$ cat config.mk
export PLATFORM = sky130hd
export DESIGN_NAME = accel_motion_window_detector
export DESIGN_NICKNAME = d
export VERILOG_FILES = /design/src/hdl/amwd_pkg.sv /design/src/hdl/amwd_qual.sv /design/src/hdl/amwd_cell.sv /design/src/hdl/amwd_window.sv /design/src/hdl/accel_motion_window_detector.sv
export SDC_FILE = /design/constraint.sdc
export NUM_CORES = 1
export LEC_CHECK = 0
export BUFFER_PORTS_ARGS = -buffer_cell sky130_fd_sc_hd__buf_4
export CAP_MARGIN = 5
export CORE_MARGIN = 4
export CORE_UTILIZATION = 30
export CTS_CLUSTER_SIZE = 28
export DETAILED_ROUTE_END_ITERATION = 6
export SYNTH_ARGS = -nofsm -noshare
export SYNTH_HDL_FRONTEND = slang
export SYNTH_SLANG_ARGS = --single-unit
export TNS_END_PERCENT = 30
$ cat constraint.sdc
create_clock -name clk -period 8.2 [get_ports clk]
set_clock_uncertainty 0.1 [all_clocks]
set_input_delay 0 -clock clk [delete_from_list [all_inputs] [get_ports clk]]
set_output_delay 0 -clock clk [all_outputs]
set_load 0.05 [all_outputs]
$ cat src/hdl/amwd_pkg.sv
// ----------------------------------------------------------------------------
// Motion window detector package
// Widths, register indexes, the cell control group and small helper
// functions shared by the detector modules.
// ----------------------------------------------------------------------------
package amwd_pkg;

    // Number of qualify bits held in the window (2 to 64).
    localparam int WINDOW_LEN = 16;

    localparam int SAMPLE_W  = 16;
    localparam int THRESH_W  = 16;
    localparam int NOISE_W   = 18;
    localparam int NEED_W    = 5;
    localparam int DIFF_W    = 16;
    localparam int SUM_W     = 18;
    localparam int COUNT_W   = 5;
    localparam int CNT_W     = $clog2(WINDOW_LEN + 1);
    localparam int CMP_W     = (CNT_W > NEED_W) ? CNT_W : NEED_W;

    localparam int IN_TDATA_W  = 3 * SAMPLE_W;
    localparam int OUT_TDATA_W = 8;
    localparam int CFG_DATA_W  = 32;
    localparam int ADDR_W      = 5;
    localparam int REG_IDX_W   = 3;

    localparam logic [REG_IDX_W-1:0] REG_THRESH_X    = 3'd0;
    localparam logic [REG_IDX_W-1:0] REG_THRESH_Y    = 3'd1;
    localparam logic [REG_IDX_W-1:0] REG_THRESH_Z    = 3'd2;
    localparam logic [REG_IDX_W-1:0] REG_NEED_COUNT  = 3'd3;
    localparam logic [REG_IDX_W-1:0] REG_NOISE_LEVEL = 3'd4;

    // Control seen by every cell of the window in one cycle.
    typedef struct packed {
        logic shift;
        logic clear;
    } cell_ctrl_t;

    // Absolute difference of two signed samples; always fits in 16 bits.
    function automatic logic [DIFF_W-1:0] abs_diff(
        input logic signed [SAMPLE_W-1:0] a,
        input logic signed [SAMPLE_W-1:0] b
    );
        logic signed [SAMPLE_W:0] d;
        logic signed [SAMPLE_W:0] n;
        d = (SAMPLE_W+1)'(a) - (SAMPLE_W+1)'(b);
        n = -d;
        return d[SAMPLE_W] ? n[DIFF_W-1:0] : d[DIFF_W-1:0];
    endfunction

    // Required count: zero acts as one, values above the window are capped.
    function automatic logic [CMP_W-1:0] need_cap(input logic [NEED_W-1:0] n);
        logic [CMP_W-1:0] r;
        if (n == '0)
            r = CMP_W'(1);
        else if (CMP_W'(n) > CMP_W'(WINDOW_LEN))
            r = CMP_W'(WINDOW_LEN);
        else
            r = CMP_W'(n);
        return r;
    endfunction

endpackage

$ cat src/hdl/amwd_qual.sv
// ----------------------------------------------------------------------------
// Sample qualifier
// Keeps the previous sample, forms the per-axis absolute differences and
// registers the qualify decision for the window stage.
// ----------------------------------------------------------------------------
module amwd_qual (
    input  logic                                  clk,
    input  logic                                  rst_n,
    input  logic                                  load,
    input  logic signed [amwd_pkg::SAMPLE_W-1:0]  sample_x,
    input  logic signed [amwd_pkg::SAMPLE_W-1:0]  sample_y,
    input  logic signed [amwd_pkg::SAMPLE_W-1:0]  sample_z,
    input  logic        [amwd_pkg::THRESH_W-1:0]  thresh_x,
    input  logic        [amwd_pkg::THRESH_W-1:0]  thresh_y,
    input  logic        [amwd_pkg::THRESH_W-1:0]  thresh_z,
    input  logic        [amwd_pkg::NOISE_W-1:0]   noise_level,
    output logic                                  qual
);
    import amwd_pkg::*;

    logic signed [SAMPLE_W-1:0] prev_x_reg;
    logic signed [SAMPLE_W-1:0] prev_y_reg;
    logic signed [SAMPLE_W-1:0] prev_z_reg;
    logic                       qual_reg;
    logic                       qual_next;
    logic [DIFF_W-1:0]          dx;
    logic [DIFF_W-1:0]          dy;
    logic [DIFF_W-1:0]          dz;
    logic [SUM_W-1:0]           sum;

    always_comb
    begin
        dx  = abs_diff(sample_x, prev_x_reg);
        dy  = abs_diff(sample_y, prev_y_reg);
        dz  = abs_diff(sample_z, prev_z_reg);
        sum = SUM_W'(dx) + SUM_W'(dy) + SUM_W'(dz);
        qual_next = (sum > noise_level) && (dx >= thresh_x) &&
                    (dy >= thresh_y) && (dz >= thresh_z);
    end

    always_ff @(posedge clk or negedge rst_n)
    begin
        if (!rst_n)
        begin
            prev_x_reg <= '0;
            prev_y_reg <= '0;
            prev_z_reg <= '0;
        end
        else if (load)
        begin
            prev_x_reg <= sample_x;
            prev_y_reg <= sample_y;
            prev_z_reg <= sample_z;
        end
    end

    always_ff @(posedge clk)
    begin
        if (load)
        begin
            qual_reg <= qual_next;
        end
    end

    assign qual = qual_reg;

endmodule

$ cat src/hdl/amwd_cell.sv
// ----------------------------------------------------------------------------
// Window cell
// Holds one qualify bit and hands it to the next cell on every step.
// ----------------------------------------------------------------------------
module amwd_cell (
    input  logic                  clk,
    input  logic                  rst_n,
    input  amwd_pkg::cell_ctrl_t  ctrl,
    input  logic                  din,
    output logic                  q
);
    import amwd_pkg::*;

    logic q_reg;
    logic q_next;

    always_comb
    begin
        if (ctrl.clear)
            q_next = 1'b0;
        else if (ctrl.shift)
            q_next = din;
        else
            q_next = q_reg;
    end

    always_ff @(posedge clk or negedge rst_n)
    begin
        if (!rst_n)
        begin
            q_reg <= 1'b0;
        end
        else
        begin
            q_reg <= q_next;
        end
    end

    assign q = q_reg;

endmodule

$ cat src/hdl/amwd_window.sv
// ----------------------------------------------------------------------------
// Qualify window
// A row of cells carrying the last qualify bits, with the running count
// and the fire decision.
// ----------------------------------------------------------------------------
module amwd_window (
    input  logic                               clk,
    input  logic                               rst_n,
    input  logic                               step,
    input  logic                               qual,
    input  logic [amwd_pkg::NEED_W-1:0]        need_count,
    output logic                               fired,
    output logic [amwd_pkg::CNT_W-1:0]         win_count
);
    import amwd_pkg::*;

    logic [WINDOW_LEN-1:0] flags;
    logic [WINDOW_LEN-1:0] cell_din;
    cell_ctrl_t            ctrl;
    logic [CNT_W-1:0]      hit_reg;
    logic [CNT_W-1:0]      hit_next;
    logic [CNT_W-1:0]      hit_step;
    logic                  fire;

    // The oldest bit sits in the last cell. Before the window has filled,
    // that cell still holds a cleared bit, so nothing is taken off early.
    assign hit_step = hit_reg - CNT_W'(flags[WINDOW_LEN-1]) + CNT_W'(qual);
    assign fire     = CMP_W'(hit_step) >= need_cap(need_count);

    assign ctrl.shift = step;
    assign ctrl.clear = step && fire;

    assign cell_din = {flags[WINDOW_LEN-2:0], qual};

    for (genvar i = 0; i < WINDOW_LEN; i++)
    begin : g_cell
        amwd_cell u_cell (
            .clk   (clk),
            .rst_n (rst_n),
            .ctrl  (ctrl),
            .din   (cell_din[i]),
            .q     (flags[i])
        );
    end

    always_comb
    begin
        if (step)
            hit_next = fire ? '0 : hit_step;
        else
            hit_next = hit_reg;
    end

    always_ff @(posedge clk or negedge rst_n)
    begin
        if (!rst_n)
        begin
            hit_reg <= '0;
        end
        else
        begin
            hit_reg <= hit_next;
        end
    end

    assign fired     = fire;
    assign win_count = hit_step;

    a_count_matches_bits: assert property (@(posedge clk) disable iff (!rst_n)
        $countones(flags) == 32'(hit_reg))
        else $error("window count does not match the stored bits");

    a_fire_clears: assert property (@(posedge clk) disable iff (!rst_n)
        step && fire |=> hit_reg == '0 && flags == '0)
        else $error("window not cleared after a fire");

    // Right after a step the count is below the required count, as long as
    // the required count has not been rewritten since.
    a_count_bounded: assert property (@(posedge clk) disable iff (!rst_n)
        $past(step) && $stable(need_count) |-> CMP_W'(hit_reg) < need_cap(need_count))
        else $error("window count reached the required count without a fire");

endmodule

$ cat src/hdl/accel_motion_window_detector.sv
// ----------------------------------------------------------------------------
// Acceleration motion window detector
// Qualifies three-axis acceleration samples against per-axis thresholds and
// a noise level, and fires when enough qualifying samples fall in a window.
// ----------------------------------------------------------------------------
// The block takes one sample beat per clock cycle while the output side is
// not stalled and returns one result beat per sample, in order. A sample
// passes through the first and the second stage: the first stage compares
// the sample with the previous one and registers the qualify decision, the
// second stage shifts that decision into the row of window cells, updates
// the running count and loads the output register. Both stages move
// together whenever the output side is not stalled; the input side keeps
// accepting while a result waits on the output as long as the first stage
// has room. The window is WINDOW_LEN cells long (package constant).
// Thresholds, the required count and the noise level are written through
// the APB port; the user must write them only while no sample is in
// flight, as the block itself does not enforce this. Register i sits at
// byte address 4*i.
module accel_motion_window_detector (
    input  logic                                 clk,
    input  logic                                 rst_n,
    // Sample stream.
    input  logic                                 s_tvalid,
    output logic                                 s_tready,
    // s_tdata: sample_x [15:0], sample_y [31:16], sample_z [47:32]
    input  logic [amwd_pkg::IN_TDATA_W-1:0]      s_tdata,
    // Result stream.
    output logic                                 m_tvalid,
    input  logic                                 m_tready,
    // m_tdata: fired [0], window_count [5:1], zero [7:6]
    output logic [amwd_pkg::OUT_TDATA_W-1:0]     m_tdata,
    // Configuration port.
    input  logic                                 psel,
    input  logic                                 penable,
    input  logic                                 pwrite,
    input  logic [amwd_pkg::ADDR_W-1:0]          paddr,
    input  logic [amwd_pkg::CFG_DATA_W-1:0]      pwdata,
    output logic [amwd_pkg::CFG_DATA_W-1:0]      prdata,
    output logic                                 pready
);
    import amwd_pkg::*;

    // Configuration registers.
    logic [THRESH_W-1:0]  thresh_x_reg;
    logic [THRESH_W-1:0]  thresh_y_reg;
    logic [THRESH_W-1:0]  thresh_z_reg;
    logic [NEED_W-1:0]    need_count_reg;
    logic [NOISE_W-1:0]   noise_level_reg;
    logic [REG_IDX_W-1:0] reg_idx;
    logic                 cfg_write;

    // Pipeline control and output register.
    logic                 s1_valid_reg;
    logic                 s1_valid_next;
    logic                 out_valid_reg;
    logic                 out_valid_next;
    logic                 out_fired_reg;
    logic [COUNT_W-1:0]   out_count_reg;
    logic                 accept;
    logic                 s2_ready;
    logic                 step;
    logic                 qual;
    logic                 fired;
    logic [CNT_W-1:0]     win_count;

    // ---------------------------------------------------------------- APB
    assign reg_idx   = paddr[ADDR_W-1:2];
    assign cfg_write = psel && penable && pwrite;
    assign pready    = 1'b1;

    always_ff @(posedge clk or negedge rst_n)
    begin
        if (!rst_n)
        begin
            thresh_x_reg    <= '0;
            thresh_y_reg    <= '0;
            thresh_z_reg    <= '0;
            need_count_reg  <= NEED_W'(1);
            noise_level_reg <= '0;
        end
        else if (cfg_write)
        begin
            case (reg_idx)
                REG_THRESH_X:    thresh_x_reg    <= pwdata[THRESH_W-1:0];
                REG_THRESH_Y:    thresh_y_reg    <= pwdata[THRESH_W-1:0];
                REG_THRESH_Z:    thresh_z_reg    <= pwdata[THRESH_W-1:0];
                REG_NEED_COUNT:  need_count_reg  <= pwdata[NEED_W-1:0];
                REG_NOISE_LEVEL: noise_level_reg <= pwdata[NOISE_W-1:0];
                default:         ;
            endcase
        end
    end

    // Reads return the register zero-extended; unused addresses read zero.
    always_comb
    begin
        case (reg_idx)
            REG_THRESH_X:    prdata = CFG_DATA_W'(thresh_x_reg);
            REG_THRESH_Y:    prdata = CFG_DATA_W'(thresh_y_reg);
            REG_THRESH_Z:    prdata = CFG_DATA_W'(thresh_z_reg);
            REG_NEED_COUNT:  prdata = CFG_DATA_W'(need_count_reg);
            REG_NOISE_LEVEL: prdata = CFG_DATA_W'(noise_level_reg);
            default:         prdata = '0;
        endcase
    end

    // ------------------------------------------------------ beat handshake
    // The second stage advances whenever the output register is empty or
    // being drained this cycle; the first stage takes a new beat whenever
    // it is empty or handing its decision on.
    assign s2_ready = !out_valid_reg || m_tready;
    assign step     = s1_valid_reg && s2_ready;
    assign s_tready = !s1_valid_reg || s2_ready;
    assign accept   = s_tvalid && s_tready;

    always_comb
    begin
        if (accept)
            s1_valid_next = 1'b1;
        else if (step)
            s1_valid_next = 1'b0;
        else
            s1_valid_next = s1_valid_reg;

        if (step)
            out_valid_next = 1'b1;
        else if (m_tready)
            out_valid_next = 1'b0;
        else
            out_valid_next = out_valid_reg;
    end

    always_ff @(posedge clk or negedge rst_n)
    begin
        if (!rst_n)
        begin
            s1_valid_reg  <= 1'b0;
            out_valid_reg <= 1'b0;
        end
        else
        begin
            s1_valid_reg  <= s1_valid_next;
            out_valid_reg <= out_valid_next;
        end
    end

    // ---------------------------------------------------- first stage
    amwd_qual u_qual (
        .clk         (clk),
        .rst_n       (rst_n),
        .load        (accept),
        .sample_x    (s_tdata[SAMPLE_W-1:0]),
        .sample_y    (s_tdata[2*SAMPLE_W-1:SAMPLE_W]),
        .sample_z    (s_tdata[3*SAMPLE_W-1:2*SAMPLE_W]),
        .thresh_x    (thresh_x_reg),
        .thresh_y    (thresh_y_reg),
        .thresh_z    (thresh_z_reg),
        .noise_level (noise_level_reg),
        .qual        (qual)
    );

    // --------------------------------------------------- second stage
    amwd_window u_window (
        .clk        (clk),
        .rst_n      (rst_n),
        .step       (step),
        .qual       (qual),
        .need_count (need_count_reg),
        .fired      (fired),
        .win_count  (win_count)
    );

    // The reported count is the low five bits of the count before clearing.
    always_ff @(posedge clk)
    begin
        if (step)
        begin
            out_fired_reg <= fired;
            out_count_reg <= COUNT_W'(win_count);
        end
    end

    assign m_tvalid = out_valid_reg;
    assign m_tdata  = {(OUT_TDATA_W - COUNT_W - 1)'(0), out_count_reg, out_fired_reg};

endmodule
==> impl_results.md <==
- Power per cell area: 441 mW/mm^2
- Cells on worst reg2reg path: 33
- First-pass GRT wire length: 55.9 mm
- CTS Buffer Depth: 2
- Reg clk slew, reported paths: 0.08 ns
- Fillers: 4179
- Area grow syn2layout: 20.3%
- Worst reg2reg startpoint: u_qual.prev_x_reg[0]$_DFFE_PN0P_
- Share of post-route cells with drive strength above 1: 11.6%
- CP Buf/Inv Count: 1
- Primary FF master, synth: dfrtp_1
- Crit. path cell count: 33
- Final Setup Violations: 0
- Worst-margin pin slew: 0.995 ns
- CP delay by family, top: compound AO/OA/AOI/OAI gates
- CP endpoint kind: register
- Htree depth: 4
- R2r endpoint: u_qual.qual$_DFFE_PP_
- Synth async-reset ratio: 95.3%
- Setup crit end: u_qual.qual$_DFFE_PP_
- Critical-path top delay cell: a2111oi_1
- Fmax: 132 MHz
- Initial antenna violation count: 0
- Synth top area cells: dfrtp_1 28%, ha_1 16%, o21ai_0 6.2%, nand2_1 5.9%, xnor2_1 4.7%
- GRT overflow: 0
- Clock Latency Late Sink: 0.44 ns
- Chip height: 213 um
- Largest net degree at the start of global routing: 79
- Post-synthesis sequential area ratio: 29.8%
- #FFs+latches synth: 149
- Worst rel slew slack: 33.5%
- Post-Synthesis Cells: 1514
- Slowest stage delay, CP: 0.47 ns
- Worst setup SP type: register
- Nets: 1926
- Final min period: 7.60 ns
- RSZ-0062 raised after global routing: no
- Status: finished clean
- CTS buffer count: 17
- Starting density of the core: 30.6%
- Vias per cell: 4.96
- CTS tree: done
- Post-Syn Area: 0.0126 mm^2
- Number of DRC markers in iteration 0: 607
- Remaining antenna violation count: 0
- Synth unique cells: 85
- YS warnings: 0
- Final core occ: 36.8%
- CTS sink count: 149
- Worst setup path startpoint: u_qual.prev_x_reg[0]$_DFFE_PN0P_
- Total GRT Usage: 15.3%
- Die area: 0.0454 mm^2
- Top cells by count, synth: 199 x nand2_1, 159 x ha_1, 157 x o21ai_0
- Count leader, synth: nand2_1
- # IOs: 135
- Final Power: 6.70 mW
- Fin. Hold Viols: 0
- Wire per inst: 15.6 um
- Synthesized area per cell: 8.33 um^2
- Root buf cell: clkbuf_16
- Worst R2R Setup Slack: 0.60 ns
- Worst EP arrival: 7.68 ns
- Residual DRC count: 0
- Via count: 11000
- Die Width: 213 um
- Routability cong.: 0.863
- Setup CP Type: register to register
- Max reg flops: 18
- Slew Viols, Final: 0
- Top cell type's share of synthesized area: 28.0%
- Synth area leader: dfrtp_1
- Hold Crit Class: primary input to async pin
- Drt pass-1 iters: 5
- Maxcap violations: 0
- Peak VDD IR: 306 uV
- P_leak: 7.10 nW
- Setup TNS: 0 ns
- HPWL Detailed: 27.3 mm
- Inserted Diodes: 0
- IO buf count: 101
- Final period util: 92.7%
- Req. time, crit path: 8.28 ns
- Post-synth EDFFs: 7
- Worst Path Max Fanout: 16
- Row count: 74
- Vias in the first global route: 10800
- WL final: 34.6 mm
- Core area: 0.0412 mm^2
==> layout make-up <==
| cell class | count | area, um^2 | share of cell area, % |
|---|---|---|---|
| inverter | 148 | 556 | 3.66 |
| multi-input combinational | 1174 | 8080 | 53.2 |
| tap | 532 | 666 | 4.38 |
| timing repair buffer | 179 | 1520 | 10.0 |
| clock buffer | 20 | 447 | 2.94 |
| clock inverter | 12 | 143 | 0.940 |
| sequential | 149 | 3760 | 24.8 |
==> kinds of logic after synthesis <==
family / synth area share (%)
AO/OA/AOI/OAI: 20.6
XOR/XNOR: 6.73
adder cells (fa/ha/maj): 16.7
buffers and inverters: 6.74
flip-flops: 29.8
multiplexers: 3.09
other: 0.0595
AND/OR/NAND/NOR: 16.3
==> per-layer routing <==
layer	wire, um	part of all wire (%)	vias up	global-route usage [%]
met5	0	0	-	0
met4	933	2.7	0	4.89
met3	1490	4.3	34	2.31
met2	15500	45	219	24.7
met1	16600	48	5179	21.3
li1	-	-	5543	-
==> timing repair <==
action                                 4_1_cts  5_1_grt
resized for setup                            0        5
hold buffers                                70        0
setup buffers                                0        0
endpoints found under the hold margin      189        0
setup endpoints to repair                    0        1
==> per-stage QoR <==
| step | cells | setup slack (ns) | area, um^2 | hold slack (ns) |
|---|---|---|---|---|
| floorplan | 1529 | 1.16 | 12700 | -0.396 |
| global placement | 2112 | 0.422 | 13900 | -0.0359 |
| detailed placement | 2112 | 0.427 | 13900 | -0.0332 |
| CTS | 2214 | 0.412 | 15200 | 0.0630 |
| global route | 2214 | 0.0531 | 15200 | 0.103 |
| finish | 2214 | 0.602 | 15200 | 0.0264 |
==> worst min path at each step <==
| stage | start | endpoint | slack [ns] | depth (start not counted) |
|---|---|---|---|---|
| finish | rst_n | m_tvalid$_DFFE_PN0P_ | 0.03 | 2 |
| detailed placement | rst_n | m_tvalid$_DFFE_PN0P_ | -0.03 | 1 |
| global route | rst_n | m_tvalid$_DFFE_PN0P_ | 0.10 | 2 |
| global placement | rst_n | u_window.g_cell[10].u_cell.q$_DFFE_PN0P_ | -0.04 | 1 |
| floorplan | rst_n | m_tvalid$_DFFE_PN0P_ | -0.40 | 0 |
| CTS | rst_n | m_tvalid$_DFFE_PN0P_ | 0.06 | 2 |
==> report_power, final <==
part	switching (mW)	leakage, nW	internal [mW]	total, mW
Sequential	0.0780	1.80	0.901	0.979
Clock	0.349	0.287	0.464	0.812
Combinational	2.77	5.01	2.13	4.91
Total	3.20	7.10	3.50	6.70
==> cell usage in the layout (no fill, tap or decap), drive strengths merged, types with 20 or more instances in the layout <==
cell type / n
clkbuf: 20
nand2: 199
ha: 159
xnor2: 67
nor2: 91
buf: 109
xor2: 30
a21o: 42
dlygate4sd3: 70
nand2b: 25
mux2: 24
o21ai: 170
dfrtp: 141
nand3: 21
a21oi: 89
inv: 154
nor3: 26
(Power assumes the default switching activity.)
